<file path="config.mk">
export PLATFORM = sky130hd
export DESIGN_NAME = grad3_kernel
export DESIGN_NICKNAME = d
export VERILOG_FILES = /design/src/rtl/core/gradient_3x3_clamped_filter_macros.svh /design/src/rtl/core/grad3_pkg.sv /design/src/rtl/core/grad3_kernel.sv
export SDC_FILE = /design/constraint.sdc
export NUM_CORES = 1
export LEC_CHECK = 0
export CAP_MARGIN = 20
export CORE_MARGIN = 2
export CORE_UTILIZATION = 45
export CTS_BUF_LIST = sky130_fd_sc_hd__clkbuf_4
export CTS_CLUSTER_DIAMETER = 100
export DETAILED_ROUTE_END_ITERATION = 6
export DONT_BUFFER_PORTS = 1
export MAX_ROUTING_LAYER = met4
export PLACE_DENSITY_LB_ADDON = 0.08
export RECOVER_POWER = 100
export SLEW_MARGIN = 20
export SYNTH_ARGS = -nofsm -noshare
export SYNTH_HDL_FRONTEND = slang
export SYNTH_SLANG_ARGS = --single-unit
</file>
<file path="constraint.sdc">
create_clock -name clk -period 4.33 [get_ports clk]
set_clock_uncertainty 0.05 [all_clocks]
set_input_delay 0.2165 -clock clk [delete_from_list [all_inputs] [get_ports clk]]
set_output_delay 0.2165 -clock clk [all_outputs]
set_load 0.02 [all_outputs]
</file>
<file path="src/rtl/core/gradient_3x3_clamped_filter_macros.svh">
// Assertion macros shared by the vertical gradient filter RTL.
`ifndef GRADIENT_3X3_CLAMPED_FILTER_MACROS_SVH
`define GRADIENT_3X3_CLAMPED_FILTER_MACROS_SVH
`ifndef SYNTH
// Same-cycle implication, checked on every rising clock edge outside reset.
`define G3_ASSERT_IMPL(label, ante, cons) \
  label: assert property (@(posedge clk) disable iff (!rst_n) (ante) |-> (cons)) \
    else $error("gradient filter: same-cycle check failed");
// Next-cycle implication, checked on every rising clock edge outside reset.
`define G3_ASSERT_NEXT(label, ante, cons) \
  label: assert property (@(posedge clk) disable iff (!rst_n) (ante) |=> (cons)) \
    else $error("gradient filter: next-cycle check failed");
`else
`define G3_ASSERT_IMPL(label, ante, cons)
`define G3_ASSERT_NEXT(label, ante, cons)
`endif
`endif

</file>
<file path="src/rtl/core/grad3_pkg.sv">
// Package with the types and constants of the vertical gradient filter.
`timescale 1ns / 1ps
package grad3_pkg;

  localparam int PIX_W        = 8;
  localparam int ROW_W        = 12;
  localparam int COL_OUT_W    = 10;
  localparam int HEIGHT_W     = 13;
  localparam int WIDTH_REG_W  = 11;
  localparam int CFG_IDX_W    = 8;
  localparam int CFG_DATA_W   = 16;
  localparam int MIN_DIM      = 3;
  localparam int MAX_HEIGHT   = 4096;
  localparam int DIM_RESET    = 1024;
  localparam int LINE_WORD_W  = 2 * PIX_W;

  // Configuration register indexes.
  typedef enum logic [CFG_IDX_W-1:0] {
    REG_IMAGE_WIDTH  = 8'd0,
    REG_IMAGE_HEIGHT = 8'd1
  } cfg_reg_t;

  // Input pixel transaction.
  typedef struct packed {
    logic [PIX_W-1:0] pixel;
    logic             frame_start;
  } in_item_t;

  // Result transaction.
  typedef struct packed {
    logic [PIX_W-1:0]     edge_value;
    logic [ROW_W-1:0]     out_row;
    logic [COL_OUT_W-1:0] out_col;
    logic                 last_of_frame;
  } out_item_t;

  // Configuration write transaction.
  typedef struct packed {
    logic [CFG_IDX_W-1:0]  reg_index;
    logic [CFG_DATA_W-1:0] wdata;
  } cfg_item_t;

  // Position status of one accepted pixel, handed from the counters to the pipeline.
  typedef struct packed {
    logic                 emit;
    logic                 last;
    logic [ROW_W-1:0]     row;
    logic [COL_OUT_W-1:0] col;
  } pos_info_t;

endpackage

</file>
<file path="src/rtl/core/grad3_kernel.sv">
// Window shift registers and the clamped vertical gradient.
`timescale 1ns / 1ps
module grad3_kernel (
  input  logic                         clk,
  input  logic                         rst_n,
  input  logic                         shift,
  input  logic [grad3_pkg::PIX_W-1:0]  pix,
  input  logic [grad3_pkg::PIX_W-1:0]  top,
  output logic [grad3_pkg::PIX_W-1:0]  edge_value
);

  localparam int PW = grad3_pkg::PIX_W;
  localparam int SW = PW + 3;

  logic [PW-1:0] top0_r;
  logic [PW-1:0] top1_r;
  logic [PW-1:0] bot0_r;
  logic [PW-1:0] bot1_r;
  logic [SW-1:0] sum;

  // Bottom row minus top row; the true value always fits in SW bits.
  assign sum = SW'(bot0_r) + SW'(bot1_r) + SW'(pix)
             - SW'(top0_r) - SW'(top1_r) - SW'(top);

  // Clamp to the pixel range.
  always_comb begin
    if (sum[SW-1]) begin
      edge_value = '0;
    end else if (sum[SW-2:PW] != '0) begin
      edge_value = '1;
    end else begin
      edge_value = sum[PW-1:0];
    end
  end

  // The window slides by one column per pixel.
  always_ff @(posedge clk) begin
    if (!rst_n) begin
      top0_r <= '0;
      top1_r <= '0;
      bot0_r <= '0;
      bot1_r <= '0;
    end else if (shift) begin
      top0_r <= top1_r;
      top1_r <= top;
      bot0_r <= bot1_r;
      bot1_r <= pix;
    end
  end

endmodule

</file>
==> flow_summary.rst <==
.. list-table::
   :header-rows: 1

   * - Metric
     - Value
   * - Total of endpoints with negative setup slack in the final report
     - 0
   * - Post-detailed-placement half-perimeter wirelength
     - 3.21 mm
   * - Top routing layer in use
     - met4
   * - Path depth of the worst reg2reg path
     - 3
   * - Comb pwr share
     - 70.5%
   * - Reg-to-reg endpoint
     - top0_r[4]
   * - Final estimated routing congestion in global placement
     - 0.746
   * - Least-Margin Pin Slew
     - 0.893 ns
   * - First-pass DRT Iterations
     - 4
   * - Via density per instance
     - 4.81
   * - Max Freq
     - 237 MHz
   * - Core Region
     - 5470 um2
   * - Final-report hold violation count
     - 0
   * - Global-route wire length before repair
     - 7.81 mm
   * - Count of inserted antenna diode cells
     - 0
   * - Min Clock Period, post-route
     - 4.22 ns
   * - Die X
     - 79.1 um
   * - CP required
     - 4.06 ns
   * - Net count of the mapped netlist
     - 318
   * - Total power
     - 0.00164 W
   * - Area of the mapped netlist
     - 2530 um2
   * - Wire length on met1
     - 1.87 mm
   * - Number of antenna-violating nets in the routed design
     - 0
   * - Total Nets Final
     - 343
   * - Outcome
     - complete, no violations
   * - Dpl ws
     - 0.286 ns
   * - Latest clock arrival within the worst-skew pair
     - 0.32 ns
   * - Critical Path Source
     - top1_r[4]
   * - Ports
     - 27
   * - DRC viols
     - 0
   * - Worst Hold Depth
     - 2
   * - Number of antenna violations at the first check in global routing
     - 0
   * - Peak supply drop
     - 318 uV
   * - Root Buffer Master
     - sky130_fd_sc_hd__clkbuf_4
   * - Internal power contribution
     - 0.000902 W
   * - R2r startpoint
     - top1_r[4]
   * - Final-layout worst hold slack
     - 0.0116 ns
   * - Commonest non-fill, non-tap cell in the layout
     - sky130_fd_sc_hd__inv_1
   * - Met3 layer wire length in the routed design
     - 169 um
   * - Number of distinct library cells after synthesis
     - 34
   * - Worst-case register-to-register setup slack
     - 3.09 ns
   * - Top cells by area, synth
     - sky130_fd_sc_hd__dfxtp_1 (25%), sky130_fd_sc_hd__fa_1 (25%), sky130_fd_sc_hd__mux2i_1 (13%)
   * - Biggest fanout along the worst timing path
     - 8
   * - Sequential area share after synthesis
     - 25.3%
   * - Number of buffers added on ports
     - 0
   * - RSZ-0062 raised after global routing
     - yes
   * - Final Core Density
     - 55.0%
   * - Period utilization
     - 97.4%
   * - Setup crit end kind
     - primary output
   * - Number of levels the H-tree was split into
     - 2
   * - Minimum setup slack in the final design
     - 0.113 ns
   * - Detailed Route WL
     - 4.38 mm
   * - Startpoint-to-endpoint class of the critical path
     - flop to primary output
   * - Number of clock sinks seen by CTS
     - 32
   * - Path class of the lowest-slack min-delay path
     - input pin to flop
   * - Total CTS buffers
     - 5
   * - Initial drt markers
     - 20
   * - Total Die Area
     - 6250 um2
   * - All-Layer GR Usage
     - 16.1%
   * - Buffer levels on the longest clock path
     - 2
   * - Std-Cell Rows
     - 27
   * - Most used cells in the layout excluding fill and tap cells
     - sky130_fd_sc_hd__inv_1 (62), sky130_fd_sc_hd__nor2b_1 (33), sky130_fd_sc_hd__mux2i_1 (32)
   * - Largest net degree at the start of global routing
     - 33
   * - Slew headroom
     - 40.3%
   * - Post-synthesis cell count
     - 256
   * - Clock Power Share
     - 10.0%
   * - Worst Setup EP
     - edge_value[2]
   * - Lkg Pwr
     - 1.35 nW
   * - Total congestion overflow after global routing
     - 0
   * - Starting density of the core
     - 46.3%
   * - Layout cells sized above 1
     - 18.1%
   * - Top FF cell, synth
     - sky130_fd_sc_hd__dfxtp_1
   * - Switching Power
     - 0.000736 W
   * - Critical path arrival
     - 3.95 ns
   * - Library cell occupying the most area in the post-synthesis netlist
     - sky130_fd_sc_hd__dfxtp_1
   * - Routed wl met2
     - 2.33 mm
   * - Max-Cap Viols
     - 0
   * - Sw Ratio
     - 45.0%
   * - Clock tree from TritonCTS
     - built
   * - Total of flip-flops plus latches after synthesis
     - 32
   * - Height of the die
     - 79.1 um
   * - Via count of the first global-routing pass
     - 1787
   * - Number of synthesized flops with an enable pin
     - 0
   * - Vias post-DR
     - 1703
   * - Portion of total power attributed to sequential cells
     - 19.4%
   * - Ys Warns
     - 0
   * - Synthesis-to-finish area growth
     - 18.7%
   * - Share of synthesized flip-flops with an asynchronous set or reset
     - 0%
   * - Worst-path clk slew
     - 0.10 ns
   * - Max Transition Viols Final
     - 0
   * - Crit path launch type
     - flop
   * - Wire length per cell after detailed routing
     - 12.4 um
   * - Average footprint of a synthesized cell
     - 9.90 um2
   * - Share of the synthesized area in the top cell type
     - 25.3%
   * - Power per cell area
     - 545 nW/um2
metal layers:
layer | vias up | track usage [%]
met3 | 4 | 3.75
met1 | 834 | 18.2
li1 | 842 | -
met4 | 0 | 3.10
met5 | - | -
met2 | 23 | 29.2
timing repair:
item	CTS	global route
endpoints found under the setup margin	8	8
buffers inserted	4	4
pin swaps	12	15
endpoints found under the hold margin	32	2
hold buffers	11	2
resized for setup	23	8
registers in the layout, indices dropped and copies added (netlist names):
signal and cells:
bot0_r 8, bot1_r 8, top0_r 8, top1_r 8
metrics by stage:
step | instances | TNS, ns | instance area, um2
floorplan | 256 | 0 | 2530
global placement | 326 | 0 | 2630
detailed placement | 326 | 0 | 2630
CTS | 349 | 0 | 2920
global route | 354 | -0.410 | 3010
finish | 354 | 0 | 3010
kinds of logic (layout without fill, tap and decap cells):
family	after synthesis	in the layout	share of synthesized area, %
buf+inv	74	100	11.1
fa+ha+maj	43	43	30.7
simple gates	41	41	10.3
mux	32	32	12.6
flops	32	32	25.3
compound gates	30	30	8.34
xor+xnor	4	4	1.68
critical path, stage by stage (launching register included):
cell and delay [ns]:
sky130_fd_sc_hd__dfxtp_1 0.37, sky130_fd_sc_hd__inv_1 0.06, sky130_fd_sc_hd__fa_1 0.47, sky130_fd_sc_hd__fa_1 0.55, sky130_fd_sc_hd__inv_1 0.05, sky130_fd_sc_hd__fa_1 0.53
sky130_fd_sc_hd__inv_1 0.04, sky130_fd_sc_hd__ha_1 0.35, sky130_fd_sc_hd__o21a_1 0.21, sky130_fd_sc_hd__o31a_1 0.17, sky130_fd_sc_hd__a21oi_4 0.23, sky130_fd_sc_hd__xor2_4 0.29
sky130_fd_sc_hd__a31oi_1 0.13, sky130_fd_sc_hd__buf_4 0.18
final cells by class:
| class | instances | area [um2] |
|---|---|---|
| clock buffer | 5 | 37.5 |
| clock inverter | 3 | 13.8 |
| fill | 525 | 2460 |
| inverter | 67 | 251 |
| multi-input combinational | 150 | 1730 |
| sequential | 32 | 648 |
| tap | 72 | 90.1 |
| timing repair buffer | 25 | 233 |
worst min-delay path by stage:
stage                       from         to  slack (ns)
after global routing      pix[2]  bot1_r[2]      0.0003
after CTS                 pix[2]  bot1_r[2]     0.00008
after detailed placement   rst_n  top0_r[4]        0.30
final                     pix[2]  bot1_r[2]        0.01
after global placement     rst_n  bot1_r[3]        0.30
after floorplan            rst_n  top1_r[3]        0.29
synthesized netlist by cell type (2+ instances only):
cell and n:
sky130_fd_sc_hd__clkbuf_1 4, sky130_fd_sc_hd__xor2_1 2, sky130_fd_sc_hd__nor2b_1 34, sky130_fd_sc_hd__dfxtp_1 32, sky130_fd_sc_hd__a21oi_1 5, sky130_fd_sc_hd__o21ai_0 2, sky130_fd_sc_hd__buf_2 3, sky130_fd_sc_hd__inv_1 67
sky130_fd_sc_hd__mux2i_1 32, sky130_fd_sc_hd__ha_1 11, sky130_fd_sc_hd__a21oi_2 2, sky130_fd_sc_hd__fa_1 32, sky130_fd_sc_hd__a31oi_1 8, sky130_fd_sc_hd__o21a_1 2
power by group through the flow:
stage / clock network (W) / registers (W) / logic [W]
2_1_floorplan: 0 / 0.000322 / 0.000687
3_3_place_gp: 0 / 0.000324 / 0.000865
3_5_place_dp: 0 / 0.000325 / 0.000867
4_1_cts: 0.000174 / 0.000318 / 0.00105
5_1_grt: 0.000189 / 0.000321 / 0.00127
6_report: 0.000164 / 0.000318 / 0.00116
Power figures use the tool's default switching activity.
