===== config.mk =====
export PLATFORM = sky130hd
export DESIGN_NAME = grad3_pos_ctr
export DESIGN_NICKNAME = d
export VERILOG_FILES = /design/src/rtl/core/gradient_3x3_clamped_filter_macros.svh /design/src/rtl/core/grad3_pkg.sv /design/src/rtl/core/grad3_pos_ctr.sv
export SDC_FILE = /design/constraint.sdc
export NUM_CORES = 1
export LEC_CHECK = 0
export BUFFER_PORTS_ARGS = -buffer_cell sky130_fd_sc_hd__buf_4
export CORE_UTILIZATION = 42
export DETAILED_ROUTE_END_ITERATION = 10
export GPL_TIMING_DRIVEN = 1
export PLACE_DENSITY = 0.77
export SETUP_SLACK_MARGIN = 0.02
export SLEW_MARGIN = 20
export SYNTH_ARGS = -nofsm -noshare
export SYNTH_HDL_FRONTEND = slang
export SYNTH_SLANG_ARGS = --single-unit

===== constraint.sdc =====
create_clock -name clk -period 5.5 [get_ports clk]
set_clock_uncertainty 0.15 [all_clocks]
set_input_delay 1.1 -clock clk [delete_from_list [all_inputs] [get_ports clk]]
set_output_delay 1.1 -clock clk [all_outputs]
set_load 0.01 [all_outputs]

===== src/rtl/core/gradient_3x3_clamped_filter_macros.svh =====
// Assertion macros shared by the vertical gradient filter RTL.
`ifndef GRADIENT_3X3_CLAMPED_FILTER_MACROS_SVH
`define GRADIENT_3X3_CLAMPED_FILTER_MACROS_SVH
`ifndef SYNTH
// Same-cycle implication, checked on every rising clock edge outside reset.
`define G3_ASSERT_IMPL(label, ante, cons) \
  label: assert property (@(posedge clk) disable iff (!rst_n) (ante) |-> (cons)) \
    else $error("gradient filter: same-cycle check failed");
// Next-cycle implication, checked on every rising clock edge outside reset.
`define G3_ASSERT_NEXT(label, ante, cons) \
  label: assert property (@(posedge clk) disable iff (!rst_n) (ante) |=> (cons)) \
    else $error("gradient filter: next-cycle check failed");
`else
`define G3_ASSERT_IMPL(label, ante, cons)
`define G3_ASSERT_NEXT(label, ante, cons)
`endif
`endif


===== src/rtl/core/grad3_pkg.sv =====
// Package with the types and constants of the vertical gradient filter.
`timescale 1ns / 1ps
package grad3_pkg;

  localparam int PIX_W        = 8;
  localparam int ROW_W        = 12;
  localparam int COL_OUT_W    = 10;
  localparam int HEIGHT_W     = 13;
  localparam int WIDTH_REG_W  = 11;
  localparam int CFG_IDX_W    = 8;
  localparam int CFG_DATA_W   = 16;
  localparam int MIN_DIM      = 3;
  localparam int MAX_HEIGHT   = 4096;
  localparam int DIM_RESET    = 1024;
  localparam int LINE_WORD_W  = 2 * PIX_W;

  // Configuration register indexes.
  typedef enum logic [CFG_IDX_W-1:0] {
    REG_IMAGE_WIDTH  = 8'd0,
    REG_IMAGE_HEIGHT = 8'd1
  } cfg_reg_t;

  // Input pixel transaction.
  typedef struct packed {
    logic [PIX_W-1:0] pixel;
    logic             frame_start;
  } in_item_t;

  // Result transaction.
  typedef struct packed {
    logic [PIX_W-1:0]     edge_value;
    logic [ROW_W-1:0]     out_row;
    logic [COL_OUT_W-1:0] out_col;
    logic                 last_of_frame;
  } out_item_t;

  // Configuration write transaction.
  typedef struct packed {
    logic [CFG_IDX_W-1:0]  reg_index;
    logic [CFG_DATA_W-1:0] wdata;
  } cfg_item_t;

  // Position status of one accepted pixel, handed from the counters to the pipeline.
  typedef struct packed {
    logic                 emit;
    logic                 last;
    logic [ROW_W-1:0]     row;
    logic [COL_OUT_W-1:0] col;
  } pos_info_t;

endpackage


===== src/rtl/core/grad3_pos_ctr.sv =====
// Frame geometry registers and the row/column position counters.
`timescale 1ns / 1ps
module grad3_pos_ctr #(
  parameter int MAX_WIDTH = 1024
) (
  input  logic                          clk,
  input  logic                          rst_n,
  input  logic                          cfg_we,
  input  grad3_pkg::cfg_item_t          cfg_item,
  input  logic                          advance,
  input  logic                          frame_start,
  output logic [$clog2(MAX_WIDTH)-1:0]  addr,
  output grad3_pkg::pos_info_t          info
);

  localparam int CW      = $clog2(MAX_WIDTH);
  localparam int WW      = $clog2(MAX_WIDTH + 1);
  localparam int HW      = grad3_pkg::HEIGHT_W;
  localparam int RW      = grad3_pkg::ROW_W;
  localparam int W_RESET = (grad3_pkg::DIM_RESET > MAX_WIDTH) ? MAX_WIDTH
                                                               : grad3_pkg::DIM_RESET;

  logic [WW-1:0] eff_w_r;
  logic [HW-1:0] eff_h_r;
  logic [CW-1:0] col_r;
  logic [RW-1:0] row_r;
  logic [CW-1:0] col_nxt;
  logic [RW-1:0] row_nxt;

  logic [grad3_pkg::WIDTH_REG_W-1:0] wval;
  logic [HW-1:0]                     hval;
  logic [WW-1:0]                     w_clamped;
  logic [HW-1:0]                     h_clamped;
  logic                              upd_w;
  logic                              upd_h;

  logic [CW-1:0] cur_col;
  logic [RW-1:0] cur_row;
  logic [CW-1:0] col_m1;
  logic          last_col;
  logic          last_row;

  // Register decode; unknown indexes are ignored.
  always_comb begin
    upd_w = 1'b0;
    upd_h = 1'b0;
    if (cfg_we) begin
      unique case (cfg_item.reg_index)
        grad3_pkg::REG_IMAGE_WIDTH:  upd_w = 1'b1;
        grad3_pkg::REG_IMAGE_HEIGHT: upd_h = 1'b1;
        default: ;
      endcase
    end
  end

  // Clamp the written geometry to the supported range.
  assign wval = cfg_item.wdata[grad3_pkg::WIDTH_REG_W-1:0];
  assign hval = cfg_item.wdata[HW-1:0];

  always_comb begin
    if (32'(wval) > MAX_WIDTH) begin
      w_clamped = WW'(MAX_WIDTH);
    end else if (32'(wval) < grad3_pkg::MIN_DIM) begin
      w_clamped = WW'(grad3_pkg::MIN_DIM);
    end else begin
      w_clamped = WW'(wval);
    end
  end

  always_comb begin
    if (32'(hval) > grad3_pkg::MAX_HEIGHT) begin
      h_clamped = HW'(grad3_pkg::MAX_HEIGHT);
    end else if (32'(hval) < grad3_pkg::MIN_DIM) begin
      h_clamped = HW'(grad3_pkg::MIN_DIM);
    end else begin
      h_clamped = hval;
    end
  end

  // Position of the pixel being accepted; a frame start restarts at the origin.
  assign cur_col  = frame_start ? '0 : col_r;
  assign cur_row  = frame_start ? '0 : row_r;
  assign last_col = (WW'(cur_col) + WW'(1)) >= eff_w_r;
  assign last_row = (HW'(cur_row) + HW'(1)) >= eff_h_r;
  assign col_m1   = cur_col - CW'(1);

  always_comb begin
    if (last_col) begin
      col_nxt = '0;
      row_nxt = last_row ? '0 : cur_row + RW'(1);
    end else begin
      col_nxt = cur_col + CW'(1);
      row_nxt = cur_row;
    end
  end

  assign addr      = cur_col;
  assign info.emit = (cur_row >= RW'(2)) && (CW'(cur_col) >= CW'(2));
  assign info.last = last_row && last_col;
  assign info.row  = cur_row - RW'(1);
  assign info.col  = grad3_pkg::COL_OUT_W'(col_m1);

  // Geometry and counter registers; a register write restarts the counters.
  always_ff @(posedge clk) begin
    if (!rst_n) begin
      eff_w_r <= WW'(W_RESET);
      eff_h_r <= HW'(grad3_pkg::DIM_RESET);
      col_r   <= '0;
      row_r   <= '0;
    end else if (upd_w || upd_h) begin
      if (upd_w) begin
        eff_w_r <= w_clamped;
      end
      if (upd_h) begin
        eff_h_r <= h_clamped;
      end
      col_r <= '0;
      row_r <= '0;
    end else if (advance) begin
      col_r <= col_nxt;
      row_r <= row_nxt;
    end
  end

endmodule


==> impl_metrics.tcl <==
set metrics [dict create \
    cts.htree.levels 2 \
    fmax_ghz 0.190 \
    grt_pass1_vias 2905 \
    insertion_delay_ps 300 \
    total_leakage_power_nw 1.57 \
    cellInternalPower_mw 0.471 \
    final.hold.worst_slack_ps 327 \
    drc 0 \
    ys_types 48 \
    cts-root-buf "sky130_fd_sc_hd__clkbuf_8" \
    start_kind "input pin" \
    cts_setup_buffers 0 \
    most_common_library_cell_in_the_layout_ignoring_fill_and_taps "sky130_fd_sc_hd__buf_4" \
    totalPowerFinal_mw 0.636 \
    boundaryPins 63 \
    number_of_nets_in_the_synthesized_netlist 482 \
    post_dp_cell_area_sq_um 3870 \
    route.antenna.remaining_nets 0 \
    synthesis.area_sq_um 3320 \
    finish.instance_area_sq_um 3950 \
    timing.slew.headroom 0.609 \
    critical_path_peak_fanout 9 \
    mostFrequentLayoutCells "sky130_fd_sc_hd__buf_4 (66), sky130_fd_sc_hd__dfxtp_1 (46), sky130_fd_sc_hd__inv_1 (34)" \
    total_area_of_multi_input_combinational_cells_sq_um 2200 \
    critPathKind "input pin to output pin" \
    grt_pass1_wl_mm 13.5 \
    proportion_of_synthesized_flip_flops_having_asynchronous_set_or_reset 0 \
    leading_register_cell_type_out_of_synthesis "sky130_fd_sc_hd__dfxtp_1" \
    io_buffers 59 \
    detail_route.iter0.violations 179 \
    synth_enable_flop_cells 0 \
    finalHoldViolations 0 \
    ys_warn_count 0 \
    drt_pass1_iterations 4 \
    worst_ir_drop_vdd_mv 0.108 \
    final-instance-count-excl-fill 573 \
    postLayoutSetupSlackWorst_ps 241 \
    area_growth_pct 18.8 \
    nets 530 \
    cts_tree "yes" \
    req_time_crit_path_ps 4250 \
    portion_of_total_power_attributed_to_the_clock_network 0.306 \
    setup_repair_after_global_routing_missed_its_margin "false" \
    die_area_sq_um 8280 \
    postSynthRegisterBits 46 \
    postSynthAreaPerCell_sq_um 7.86 \
    number_of_buffers_inserted_for_hold_repair_after_clock_tree_synthesis 0 \
    timing_worst_slew_pin_value_ps 585 \
    gp_congestion 0.820 \
    maximum_number_of_pins_on_one_net_before_global_route_repair 33 \
    n_antenna_cell 0 \
    fin_crit_sh 0.956 \
    synth-seq-area-share 0.277 \
    placement_rows 32 \
    wl_per_cell_microns 14.0 \
    ctsLongestPathBuffers 2 \
    setup_total_negative_slack_ps 0 \
    grt_use_total 0.200 \
    cts_buffers 5 \
    post-route-min-period_ps 5260 \
    detail_route.wirelength_mm 8.00 \
    clock_sink_count 46 \
    place_ws_ps 262 \
    vias_per_cell 5.42 \
    synthesized_instance_count 423 \
    switching_share 0.259 \
    layout-drive-gt1-share 0.174 \
    fillers 762 \
    initial_core_util 0.432 \
    cts_resized 0 \
    power_density_normalized_to_cell_area_nw_per_um2 161 \
    worstHoldPathType "register to register" \
    result_of_the_run "finished clean" \
    setup.worst_path.end_class "output pin" \
    flip_flop_and_latch_area_sq_um 921 \
    antenna_found_initial 0 \
    via_count 3106 \
    place_hpwl_mm 6.39 \
    die_h_microns 91.0 \
    cts.reportedPaths.clkPinSlew_ps 70 \
    seq_power_share 0.533 \
    grt.overflow.total 0 \
    core_region_area_sq_um 7690 \
    post-route-util 0.514 \
    final-setup-viol-count 0 \
    total_switching_power_mw 0.165 \
    cell_count_post_placement 566 \
    cp.arrival_ps 4010 \
    dieWidth_microns 91.0 \
    p_comb_frac 0.161 \
    finalMaxSlewViolations 0 \
    maxCapViolCount 0 \
]
## area by class of cell
| class | count | area share |
|---|---|---|
| multi-input cells | 318 | 0.557 |
| flip-flops and latches | 46 | 0.233 |
| repair buffers | 66 | 0.125 |
| inverters | 34 | 0.0323 |
| well taps | 102 | 0.0323 |
| clock buffers | 7 | 0.0193 |
## per-layer routing
metal  vias up  global-route usage  routed length, microns
met3         8              0.0327                     469
li1       1591                   -                       -
met5         -                   0                       0
met1      1421               0.272                    3830
met4         0              0.0542                      96
met2        86               0.327                    3610
## kinds of logic after synthesis
| group | share of synthesized area |
|---|---|
| xor+xnor | 0.0711 |
| mux | 0.00640 |
| compound gates | 0.182 |
| fa+ha+maj | 0.113 |
| buf+inv | 0.0677 |
| flops | 0.277 |
| simple gates | 0.283 |
## worst max-delay path: stages
cell	delay, ps
sky130_fd_sc_hd__buf_4	160
sky130_fd_sc_hd__nor2b_1	220
sky130_fd_sc_hd__ha_1	250
sky130_fd_sc_hd__nand3_1	180
sky130_fd_sc_hd__nor4b_2	360
sky130_fd_sc_hd__nand4_1	150
sky130_fd_sc_hd__xnor2_1	280
sky130_fd_sc_hd__ha_1	300
sky130_fd_sc_hd__and4_1	240
sky130_fd_sc_hd__a221o_1	360
sky130_fd_sc_hd__a31oi_4	160
sky130_fd_sc_hd__nor2_1	80
sky130_fd_sc_hd__buf_4	150
## flip-flops by register name (all words and copies together) (netlist names)
register	flops
col_r	10
eff_h_r	13
eff_w_r	11
row_r	12
## power by group through the flow
stage / combinational [mW] / clock (mW) / sequential (mW)
2_1_floorplan: 0.0585 / 0 / 0.345
3_5_place_dp: 0.102 / 0 / 0.347
5_1_grt: 0.112 / 0.211 / 0.339
6_report: 0.102 / 0.195 / 0.339
4_1_cts: 0.103 / 0.197 / 0.339
3_3_place_gp: 0.100 / 0 / 0.347
## Yosys cell counts (9+ instances only)
cell / instances / area share
sky130_fd_sc_hd__ha_1: 30 / 0.11
sky130_fd_sc_hd__a21oi_1: 23 / 0.035
sky130_fd_sc_hd__nand3_1: 31 / 0.047
sky130_fd_sc_hd__dfxtp_1: 46 / 0.28
sky130_fd_sc_hd__nand2_1: 31 / 0.035
sky130_fd_sc_hd__inv_1: 34 / 0.038
sky130_fd_sc_hd__nor2_1: 29 / 0.033
sky130_fd_sc_hd__nand2b_1: 10 / 0.019
sky130_fd_sc_hd__xnor2_1: 19 / 0.050
sky130_fd_sc_hd__a22o_1: 24 / 0.063
sky130_fd_sc_hd__nor2b_1: 20 / 0.038
sky130_fd_sc_hd__clkbuf_1: 20 / 0.023
sky130_fd_sc_hd__o21ai_0: 15 / 0.023
sky130_fd_sc_hd__nor3_1: 9 / 0.014
## final timing paths
check	startpoint	end	slack, ps	depth (start not counted)
max	frame_start	info[22]	240	13
min	eff_w_r[1]	eff_w_r[1]	330	2
max reg2reg	row_r[1]	row_r[4]	1630	13
min reg2reg	eff_w_r[1]	eff_w_r[1]	330	2
Power figures use the tool's default switching activity.
